--- config.mk ---
export PLATFORM = sky130hd
export DESIGN_NAME = tdl_ram
export DESIGN_NICKNAME = d
export VERILOG_FILES = /design/src/design/tdl_ram.sv
export SDC_FILE = /design/constraint.sdc
export NUM_CORES = 1
export LEC_CHECK = 0
export BUFFER_PORTS_ARGS = -buffer_cell sky130_fd_sc_hd__buf_2
export CAP_MARGIN = 20
export CORE_UTILIZATION = 35
export DETAILED_ROUTE_END_ITERATION = 8
export PLACE_DENSITY_LB_ADDON = 0.12
export SETUP_SLACK_MARGIN = 0.02
export SYNTH_ARGS = -nofsm -noshare
export SYNTH_HDL_FRONTEND = slang
export SYNTH_SLANG_ARGS = --single-unit
--- constraint.sdc ---
create_clock -name clk_i -period 1.7 [get_ports clk_i]
set_input_delay 0.085 -clock clk_i [delete_from_list [all_inputs] [get_ports clk_i]]
set_output_delay 0.085 -clock clk_i [all_outputs]
set_load 0.005 [all_outputs]
--- src/design/tdl_ram.sv ---
// generic single write port ram with one registered read port
module tdl_ram #(
  parameter int WIDTH  = 8,
  parameter int ADDR_W = 4
) (
  input  logic              clk_i,
  input  logic              we_i,
  input  logic [ADDR_W-1:0] waddr_i,
  input  logic [WIDTH-1:0]  wdata_i,
  input  logic [ADDR_W-1:0] raddr_i,
  output logic [WIDTH-1:0]  rdata_o
);

  logic [WIDTH-1:0] mem_q [2**ADDR_W];

  always_ff @(posedge clk_i) begin
    if (we_i) begin
      mem_q[waddr_i] <= wdata_i;
    end
    rdata_o <= mem_q[raddr_i];
  end

endmodule
==> results of run 1 <==
## registers in the layout, summed over array words and instances (netlist names)
name,count
mem_q,128
rdata_o,8
## power breakdown
group          internal [mW]  total (mW)  switching (mW)
sequential              3.75        3.77          0.0223
clock                   2.57        3.81            1.24
combinational          0.156       0.350           0.194
## logic make-up (layout without fill, tap and decap cells)
logic type / count (synthesis) / in the layout
AND/OR/NAND/NOR: 35 / 35
buffers and inverters: 10 / 79
AO/OA/AOI/OAI: 16 / 16
multiplexers: 32 / 32
flip-flops: 136 / 136
## how the worst max path moves through the flow
stage                  endpoint  depth (start not counted)   startpoint
CTS                  rdata_o[2]                          3  mem_q[2][2]
finish               rdata_o[2]                          3  mem_q[2][2]
global placement     rdata_o[2]                          5   raddr_i[0]
floorplan           mem_q[0][0]                          2   waddr_i[2]
global route         rdata_o[2]                          3  mem_q[2][2]
detailed placement   rdata_o[2]                          5   raddr_i[0]
## layer usage
| layer | share of wire, % | track usage, % |
|---|---|---|
| met5 | 0 | 0 |
| met1 | 45 | 19.73 |
| met3 | 4.1 | 3.921 |
| met4 | 1.3 | 4.970 |
| met2 | 50 | 22.31 |
## synth_stat cells, drive strengths merged
cell type / instances / area, um^2
nand3b: 2 / 15.01
a22oi: 16 / 120.1
and2: 1 / 6.260
nor2b: 1 / 6.260
clkdlybuf4s25: 3 / 30.03
nand3: 1 / 5.000
nor2: 13 / 48.80
mux4: 32 / 773.2
edfxtp: 128 / 3844
nand2b: 2 / 12.51
and2b: 1 / 7.510
buf: 7 / 56.30
nand2: 9 / 33.78
or3b: 1 / 8.760
nor3: 4 / 20.02
dfxtp: 8 / 160.2
## worst max-delay path, cell delays in order, from the launching register on
cell                       delay (ns)
sky130_fd_sc_hd__edfxtp_1        0.37
sky130_fd_sc_hd__mux4_1          0.50
sky130_fd_sc_hd__a22oi_1         0.32
sky130_fd_sc_hd__nand2_1         0.09
## metrics by stage
stage | cells | instance area, um^2 | hold WS (ns)
after floorplan | 229 | 5147 | 0.1839
after CTS | 478 | 6240 | 0.05745
after global placement | 446 | 5614 | 0.4615
after global routing | 478 | 6240 | 0.07737
after detailed placement | 446 | 5614 | 0.4616
final | 478 | 6240 | 0.07000
## cell type report
| cell class | count | area (um^2) |
|---|---|---|
| Clock buffer | 24 | 481.7 |
| Clock inverter | 8 | 143.9 |
| Fill cell | 1227 | 7856 |
| Multi-Input combinational cell | 83 | 1057 |
| Sequential cell | 136 | 4004 |
| Tap cell | 180 | 225.2 |
| Timing Repair Buffer | 47 | 327.8 |
==> impl_summary.txt, run 1 <==
----------------------------------------------------
[Synthesis]
  Share of synthesized area spent on multiplexers ... 15.02%
  Simple-gate share of the synthesized area ... 3.184%
  Synthesized area per cell ... around 22 um^2
  Synthesis-stage register bit count ... 136
  Xor-xnor portion of the synthesized cell area ... 0%
  Synth Area in Compound Gates ... 2.333%
  Sequential area share after synthesis ... 77.78%
  Number of distinct library cells after synthesis ... 19
  Post-Synthesis Cell Area ... ~5000 um^2
  Number of nets in the synthesized netlist ... 247
  Post-synthesis instance total ... 229
  Yosys Warn Count ... 0
  Post-synthesis adder-cell area fraction ... 0%
  Combinational family with the most area after synthesis ... multiplexers

[Place]
  Worst Setup Slack post-DPL ... 0.1826 ns
  HPWL after detailed placement ... ~6500 um
  Gp weighted congestion ... 0.7176
  Number of buffer cells added on primary ports ... 25

[Timing]
  Actual slew at the worst max-slew pin ... 0.8010 ns
  RSZ-0062 raised after global routing ... false
  Final setup margin ... 0.3048 ns
  Rel. slew slack ... between 40% and 50%
  Tmin final ... roughly 1.4 ns
  Sum of negative setup slack ... 0 ns
  Post-route fraction of the period consumed by the critical path ... 82.07%
  Max Freq ... 716.7 MHz
  Final setup vio count ... 0
  Final hold violation count ... 0
  Skew final ... 0.006838 ns
  Pins over their slew limit ... 0

[Final layout]
  Share of layout cells above drive strength 1 ... a little under a third
  Leading cell type in the layout, fill and taps excluded ... sky130_fd_sc_hd__edfxtp_1
  Commonest cells after routing, fill and taps aside ... 128 x sky130_fd_sc_hd__edfxtp_1, 25 x sky130_fd_sc_hd__buf_2, 19 x sky130_fd_sc_hd__buf_4
  Utilization after layout ... 44.27%
  Area added between synthesis and finish ... 21.22%
  Total number of nets in the final design ... 303
  Final antenna diode count ... 0

[Clock tree]
  Post-CTS repair timing setup buffer count ... 0
  Clk buf depth ... 2
  Clock net sink count ... about 140
  Quantity of hold-fixing buffers added after cts ... 0
  Worst-skew pair later-pin latency ... roughly 0.40 ns
  Number of buffers inserted during clock tree synthesis ... 17
  Post-cts gate resize count ... 0
  H-Tree Level Count ... 4
  Clock tree root driver cell ... sky130_fd_sc_hd__clkbuf_16
  Clock-pin transition on the worst setup and hold timing paths ... around 0.060 ns
  CTS tree ... done

[Hold path]
  Hold Path Sink ... mem_q[6][1]
  Worst hold stages ... 1
  Worst hold path type ... in -> reg
  Hold wc startpoint ... wdata_i[1]

[Power]
  Pwr per Cell Area ... 1271 nW/um^2
  Total power ... 7.929 mW
  Peak supply drop ... 693.9 uV
  Static leakage power ... 2.122 nW

[Detailed routing]
  Number of vias per cell after detailed routing ... about 5
  Drt first-iter violations ... 173
  Vias post-DR ... 2324
  Routed wire length ... ~9700 um
  Total iterations of the first detailed-routing run ... 4
  Antenna Violating Nets Remaining ... 0
  DRC violations left ... 0
  Wirelength per Cell ... ~20 um

[Floorplan]
  Floorplan die area ... about 15000 um^2
  Effective utilization at floorplan ... 36.52%
  X dimension of the die ... ~120 um
  I/O pin count ... 26
  Placement Rows ... 43
  Core box area ... 14100 um^2
  Die extent in y ... 123.3 um

[Run status]
  Run status ... completed

[Global route]
  Global route overflow ... 0
  Number of antenna violations at the first check in global routing ... 0
  Largest net degree at the start of global routing ... 33
  Vias in the first global route ... 2418
  Aggregate global-route resource usage ... around 14%
  Wire length of the first global-routing pass ... 14960 um

[Flow run]
  Max capacitance violation total ... 0

[Worst setup path]
  Worst reg2reg path endpoint ... rdata_o[2]
  Req. time, crit path ... 1.99 ns
  Critical path start-end classification ... reg -> reg
  Critical path fanouts, max ... 1
  Register-to-register setup slack ... about 0.3 ns
  Reg-to-reg startpoint ... mem_q[2][2]
  Nature of the critical path endpoint ... flop
  Number of cell instances on the worst register-to-register path ... 3
  Startpoint types ... flop
  Crit path arrival time ... ~1.7 ns

----------------------------------------------------
(Power assumes the default switching activity.)
==> run 2: changes to the inputs <==
==> constraint.sdc (replaced) <==
create_clock -name clk_i -period 1.3 [get_ports clk_i]
set_input_delay 0.065 -clock clk_i [delete_from_list [all_inputs] [get_ports clk_i]]
set_output_delay 0.065 -clock clk_i [all_outputs]
set_load 0.005 [all_outputs]
==> run 2 against run 1 <==
Flip-flop and latch count unchanged; worst setup slack worse by 0.30 ns; final cell count rose by 1.7%; core utilization down 0.35 points; total power up 21%; fmax is 7.8% higher; clock power grew 10%; clock skew is 0.0013 ns lower; worst hold slack worse by 0.031 ns; sequential power increased by 31%; critical endpoint unchanged.
==> impl_summary.txt, run 2 (synthesis gave the netlist of run 1 again) <==
----------------------------------------------------
[Worst setup path]
  Reg-to-reg startpoint ... mem_q[3][2]
  Req. time, crit path ... 1.60 ns
  Crit path from ... mem_q[3][2]
  Cell family with the largest share of critical-path delay ... multiplexers
  Critical path start-end classification ... reg -> reg
  Startpoint types ... flop
  Register-to-register setup slack ... 0.006 ns
  Critical path buffer and inverter count ... 0
  Cell breakdown of the critical path ... mux4_2, a22oi_2, nand2_1
  Critical path fanouts, max ... 1
  Number of cell instances on the worst register-to-register path ... 3
  Worst path max stage delay ... 0.49 ns
  Cell with the largest stage delay on the worst path ... sky130_fd_sc_hd__mux4_2
  Crit path arrival time ... ~1.6 ns
  Worst reg2reg path endpoint ... rdata_o[2]
  Nature of the critical path endpoint ... flop

[Timing]
  Actual slew at the worst max-slew pin ... 0.9257 ns
  Post-route fraction of the period consumed by the critical path ... 99.53%
  Pins over their slew limit ... 0
  Final setup vio count ... 0
  Tmin final ... 1.294 ns
  Max Freq ... 772.9 MHz
  Skew final ... 0.005549 ns
  RSZ-0062 raised after global routing ... true
  Final setup margin ... 0.006166 ns
  Final hold violation count ... 0
  Rel. slew slack ... 38.16%
  Worst hold slack ... a little under 0.04 ns

[Final layout]
  Regs by FF count ... mem_q x128, rdata_o x8
  Commonest cells after routing, fill and taps aside ... 128 x sky130_fd_sc_hd__edfxtp_1, 30 x sky130_fd_sc_hd__mux4_2, 27 x sky130_fd_sc_hd__buf_4
  Leading cell type in the layout, fill and taps excluded ... sky130_fd_sc_hd__edfxtp_1
  Number of non-filler instances in the completed layout ... 486
  Largest register FFs ... 128
  Share of layout cells above drive strength 1 ... between 30 and 40%
  Final antenna diode count ... 0
  Area added between synthesis and finish ... 20.25%
  Reg with most FFs ... mem_q
  Total number of nets in the final design ... 311

[Hold path]
  Hold Path Sink ... mem_q[8][3]
  Hold wc startpoint ... wdata_i[3]
  Worst hold path type ... in -> reg
  Worst hold stages ... 1

[Power]
  Pwr per Cell Area ... roughly 1600 nW/um^2
  Clock share of power ... 43.6%
  Sw frac ... between 20 and 25%
  Internal ... between 7 and 8 mW
  Static leakage power ... about 2.1 nW
  Comb power frac ... between 5 and 6%
  Net load switching power ... around 1.9 mW
  Register share of total power ... between 50% and 60%
  Peak supply drop ... 812.2 uV

[Place]
  Number of buffer cells added on primary ports ... 25
  Gp weighted congestion ... 0.6938
  HPWL after detailed placement ... around 6900 um
  Worst Setup Slack post-DPL ... -0.2129 ns
  Total placed cells including tap cells ... 454

[Floorplan]
  X dimension of the die ... 123.3 um
  Core box area ... 14100 um^2
  Effective utilization at floorplan ... 36.52%
  Placement Rows ... between 40 and 50
  I/O pin count ... 26
  Die extent in y ... around 120 um
  Floorplan die area ... 15200 um^2

[Clock tree]
  Clk buf depth ... 2
  Clock tree root driver cell ... sky130_fd_sc_hd__clkbuf_16
  CTS tree ... done
  H-Tree Level Count ... 4
  Number of buffers inserted during clock tree synthesis ... 17
  Clock net sink count ... between 100 and 150
  Worst-skew pair later-pin latency ... between 0.4 and 0.5 ns
  Post-CTS repair timing setup buffer count ... 0
  Clock-pin transition on the worst setup and hold timing paths ... roughly 0.05 ns

[Global route]
  Met2 Use GR ... a little under a quarter
  Global route overflow ... 0
  Wire length of the first global-routing pass ... 15170 um
  Aggregate global-route resource usage ... around 15%
  Global-route met1 utilization ... a little under a fifth
  Number of antenna violations at the first check in global routing ... 0
  Vias in the first global route ... between 2000 and 2500
  Most crowded layer after global routing ... met2
  Largest net degree at the start of global routing ... 25
  Met3 GRT Util ... 3.782%

[Detailed routing]
  Drt first-iter violations ... 181
  Routed wire length ... 10310 um
  Total iterations of the first detailed-routing run ... 4
  Vias post-DR ... 2412
  Wirelength per Cell ... 21.21 um
  Number of vias per cell after detailed routing ... 4.963
  Antenna Violating Nets Remaining ... 0
  DRC violations left ... 0

[Flow run]
  Max capacitance violation total ... 0

[Run status]
  Run status ... completed

----------------------------------------------------
==> run 2: changes by cell type in the layout (fill, tap and decap cells not counted) <==
cell / before / now
sky130_fd_sc_hd__nor3_1: 4 / 3
sky130_fd_sc_hd__a22oi_1: 16 / 9
sky130_fd_sc_hd__a22oi_2: 0 / 7
sky130_fd_sc_hd__clkinv_2: 1 / 7
sky130_fd_sc_hd__mux4_2: 18 / 30
sky130_fd_sc_hd__clkbuf_8: 3 / 0
sky130_fd_sc_hd__clkinvlp_4: 2 / 1
sky130_fd_sc_hd__buf_4: 19 / 27
sky130_fd_sc_hd__clkbuf_1: 4 / 2
sky130_fd_sc_hd__mux4_1: 14 / 2
sky130_fd_sc_hd__clkinv_1: 1 / 4
sky130_fd_sc_hd__nor3_2: 0 / 1
sky130_fd_sc_hd__bufinv_16: 4 / 1
==> run 2: final cells by class <==
type,instances,area [um^2]
fill,1245,7906
sequential,136,4004
multi-input combinational,83,1052
clock buffer,19,432.9
timing repair buffer,55,387.9
tap,180,225.2
clock inverter,13,87.58
==> run 2: worst reg2reg max path, delay by kind of cell, from the launching register on <==
| kind | cells | cell delay (ns) |
|---|---|---|
| AOI/OAI and AO/OA | 1 | 0.26 |
| and+or+nand+nor | 1 | 0.08 |
| DFF | 1 | 0.36 |
| muxes | 1 | 0.49 |
==> run 2: how the worst max path moves through the flow <==
stage | slack [ns] | cells past startpoint | to
2_1_floorplan | -0.03 | 2 | mem_q[3][0]
3_3_place_gp | -0.21 | 5 | rdata_o[2]
3_5_place_dp | -0.21 | 5 | rdata_o[2]
4_1_cts | 0.01 | 3 | rdata_o[2]
5_1_grt | -0.02 | 3 | rdata_o[2]
6_report | 0.006 | 3 | rdata_o[2]
==> run 2: metrics by stage <==
stage / power [mW] / util, % / TNS (ns) / cell area (um^2)
3_3_place_gp: 5.502 / 40.29 / -2.479 / 5679
4_1_cts: 9.740 / 44.09 / 0 / 6215
3_5_place_dp: 5.510 / 40.29 / -2.360 / 5679
2_1_floorplan: 5.266 / - / -0.8630 / 5152
5_1_grt: 9.948 / 43.91 / -0.05883 / 6190
6_report: 9.633 / 43.91 / 0 / 6190
==> run 2: metal layers <==
metal | vias to the layer above | share of wire (%)
met5 | - | 0
met4 | 0 | 2.2
met1 | 1254 | 46
met2 | 48 | 49
met3 | 18 | 2.9
li1 | 1092 | -
==> run 2: power groups by stage <==
| stage | registers (mW) | logic, mW | clock network (mW) |
|---|---|---|---|
| floorplan | 5.02 | 0.249 | 0 |
| global placement | 5.02 | 0.479 | 0 |
| detailed placement | 5.02 | 0.486 | 0 |
| CTS | 4.94 | 0.503 | 4.30 |
| global route | 4.94 | 0.540 | 4.47 |
| finish | 4.94 | 0.496 | 4.20 |
==> run 2: what timing repair did <==
action,in CTS,in global routing
setup endpoints to repair,5,7
gates resized for setup,10,9
endpoints found under the hold margin,0,0
hold buffers,0,0
pin swaps,2,6
==> run 3: changes to the inputs <==
--- a/config.mk
+++ b/config.mk
@@ -7,6 +7,8 @@
 export LEC_CHECK = 0
 export BUFFER_PORTS_ARGS = -buffer_cell sky130_fd_sc_hd__buf_2
 export CAP_MARGIN = 20
+export CELL_PAD_IN_SITES_DETAIL_PLACEMENT = 0
+export CELL_PAD_IN_SITES_GLOBAL_PLACEMENT = 1
 export CORE_UTILIZATION = 35
 export DETAILED_ROUTE_END_ITERATION = 8
 export PLACE_DENSITY_LB_ADDON = 0.12
==> run 3 against run 2 <==
Fmax is 0.29% lower; die area stayed put; final area increased by 0.36%; clock power grew 4%; flip-flop and latch count unchanged; via count is 1.4% lower; final cell count fell by 0.82%; largest cell class unchanged; largest power group unchanged.
==> impl_summary.txt, run 3 (synthesis gave the netlist of run 1 again) <==
----------------------------------------------------
[Run status]
  Run status ... completed

[Power]
  Peak supply drop ... 906.7 uV
  Static leakage power ... 2.074 nW
  Pwr per Cell Area ... 1582 nW/um^2

[Clock tree]
  Worst-skew pair later-pin latency ... 0.40 ns
  Clock-pin transition on the worst setup and hold timing paths ... 0.05 ns
  Post-CTS repair timing setup buffer count ... 0
  CTS tree ... done
  H-Tree Level Count ... 4
  Clock net sink count ... 136
  Number of buffers inserted during clock tree synthesis ... 17
  Clk buf depth ... 2
  Clock tree root driver cell ... sky130_fd_sc_hd__clkbuf_16
  Quantity of hold-fixing buffers added after cts ... 0

[Final layout]
  Leading cell type in the layout, fill and taps excluded ... sky130_fd_sc_hd__edfxtp_1
  Largest register FFs ... approximately 130
  Total number of nets in the final design ... 308
  Share of layout cells above drive strength 1 ... 38.74%
  Final antenna diode count ... 0
  Area added between synthesis and finish ... 20.69%
  Commonest cells after routing, fill and taps aside ... 128 x sky130_fd_sc_hd__edfxtp_1, 29 x sky130_fd_sc_hd__mux4_2, 25 x sky130_fd_sc_hd__buf_2
  Regs by FF count ... mem_q x128, rdata_o x8
  Final-layout fill cell count ... 1222
  Number of non-filler instances in the completed layout ... 482
  Non-Filler Cell Area, Final ... 6212 um^2
  Reg with most FFs ... mem_q

[Worst setup path]
  Worst reg2reg path endpoint ... rdata_o[0]
  Critical path fanouts, max ... 1
  End of the critical path ... rdata_o[0]
  Req. time, crit path ... roughly 1.6 ns
  Nature of the critical path endpoint ... flop
  Crit path from ... mem_q[0][0]
  Register-to-register setup slack ... 0.002 ns
  Startpoint types ... flop
  Crit path arrival time ... 1.58 ns
  Reg-to-reg startpoint ... mem_q[0][0]
  Number of cell instances on the worst register-to-register path ... 3
  Critical path start-end classification ... reg -> reg

[Global route]
  Largest net degree at the start of global routing ... 18
  Number of antenna violations at the first check in global routing ... 0
  Wire length of the first global-routing pass ... 15350 um
  Vias in the first global route ... ~2500
  Aggregate global-route resource usage ... 15.27%
  Global route overflow ... 0

[Hold path]
  Worst hold path type ... in -> reg

[Detailed routing]
  Total iterations of the first detailed-routing run ... 4
  Number of vias per cell after detailed routing ... 4.934
  Vias post-DR ... 2378
  Wirelength per Cell ... roughly 21 um
  Drt first-iter violations ... 158
  Routed wire length ... 10260 um
  Antenna Violating Nets Remaining ... 0
  DRC violations left ... 0

[Floorplan]
  I/O pin count ... 26
  X dimension of the die ... 123.3 um
  Effective utilization at floorplan ... 36.52%
  Core box area ... about 14000 um^2
  Die extent in y ... 123.3 um
  Placement Rows ... 43
  Floorplan die area ... 15200 um^2

[Timing]
  Final setup vio count ... 0
  RSZ-0062 raised after global routing ... true
  Max Freq ... 770.6 MHz
  Skew final ... 0.006340 ns
  Final hold violation count ... 0
  Post-route fraction of the period consumed by the critical path ... 99.82%
  Pins over their slew limit ... 0
  Tmin final ... 1.298 ns
  Actual slew at the worst max-slew pin ... 1.012 ns
  Rel. slew slack ... 32.30%

[Place]
  HPWL after detailed placement ... ~6600 um
  Number of buffer cells added on primary ports ... 25
  Total placed cells including tap cells ... 451
  Placed cell area ... approximately 5700 um^2
  Gp weighted congestion ... 0.7084

[Flow run]
  Max capacitance violation total ... 0

----------------------------------------------------
-- run 3: through the flow --
| stage | total power [mW] | TNS (ns) | utilization (%) | hold slack, ns | worst slack [ns] |
|---|---|---|---|---|---|
| 2_1_floorplan | 5.266 | -0.8630 | - | 0.1639 | -0.03115 |
| 3_3_place_gp | 5.519 | -1.586 | 40.22 | 0.4420 | -0.2853 |
| 3_5_place_dp | 5.521 | -1.618 | 40.22 | 0.4414 | -0.2894 |
| 4_1_cts | 9.895 | -0.05618 | 44.15 | 0.02296 | -0.04378 |
| 5_1_grt | 10.17 | -0.2015 | 44.07 | 0.03486 | -0.09161 |
| 6_report | 9.825 | 0 | 44.07 | 0.03582 | 0.002368 |
-- run 3: what timing repair did --
action | CTS | global route
endpoints found under the setup margin | 7 | 8
pin swaps | 4 | 6
resized for setup | 9 | 10
-- run 3: final cells by class --
type	instances	area, um^2	area share (%)
Sequential cell	136	4004	64.45
Multi-Input combinational cell	83	1061	17.08
Clock buffer	20	436.7	7.029
Timing Repair Buffer	52	377.9	6.083
Tap cell	180	225.2	3.625
Clock inverter	11	107.6	1.732
-- run 3: worst min path at each step --
stage / start / cells after the start / endpoint / slack, ns
5_1_grt: wdata_i[7] / 1 / mem_q[5][7] / 0.03
6_report: wdata_i[7] / 1 / mem_q[5][7] / 0.04
3_5_place_dp: rdata_o[7] / 1 / rdata_o[7] / 0.44
2_1_floorplan: wdata_i[0] / 0 / mem_q[0][0] / 0.16
3_3_place_gp: rdata_o[7] / 1 / rdata_o[7] / 0.44
4_1_cts: wdata_i[7] / 1 / mem_q[13][7] / 0.02
-- run 3: worst max-delay path, cell delays in order (launching register included) --
cell and delay [ns]:
sky130_fd_sc_hd__edfxtp_1 0.37, sky130_fd_sc_hd__mux4_2 0.47, sky130_fd_sc_hd__a22oi_2 0.24, sky130_fd_sc_hd__nand2_1 0.10
-- run 3: per-layer routing --
layer  track usage, %  vias to the layer above  wire length [um]
met2            23.92                       46              4999
met3            4.474                       13               356
met1            20.34                     1239              4783
met5                0                        -                 0
met4            5.346                        0               121
li1                 -                     1080                 -
-- run 3: where the power goes --
group | leakage [nW] | internal [mW] | switching [mW] | total (mW)
combinational | 0.586 | 0.232 | 0.271 | 0.502
sequential | 1.22 | 4.91 | 0.0337 | 4.94
clock | 0.264 | 2.77 | 1.61 | 4.38
total | 2.07 | 7.91 | 1.91 | 9.82
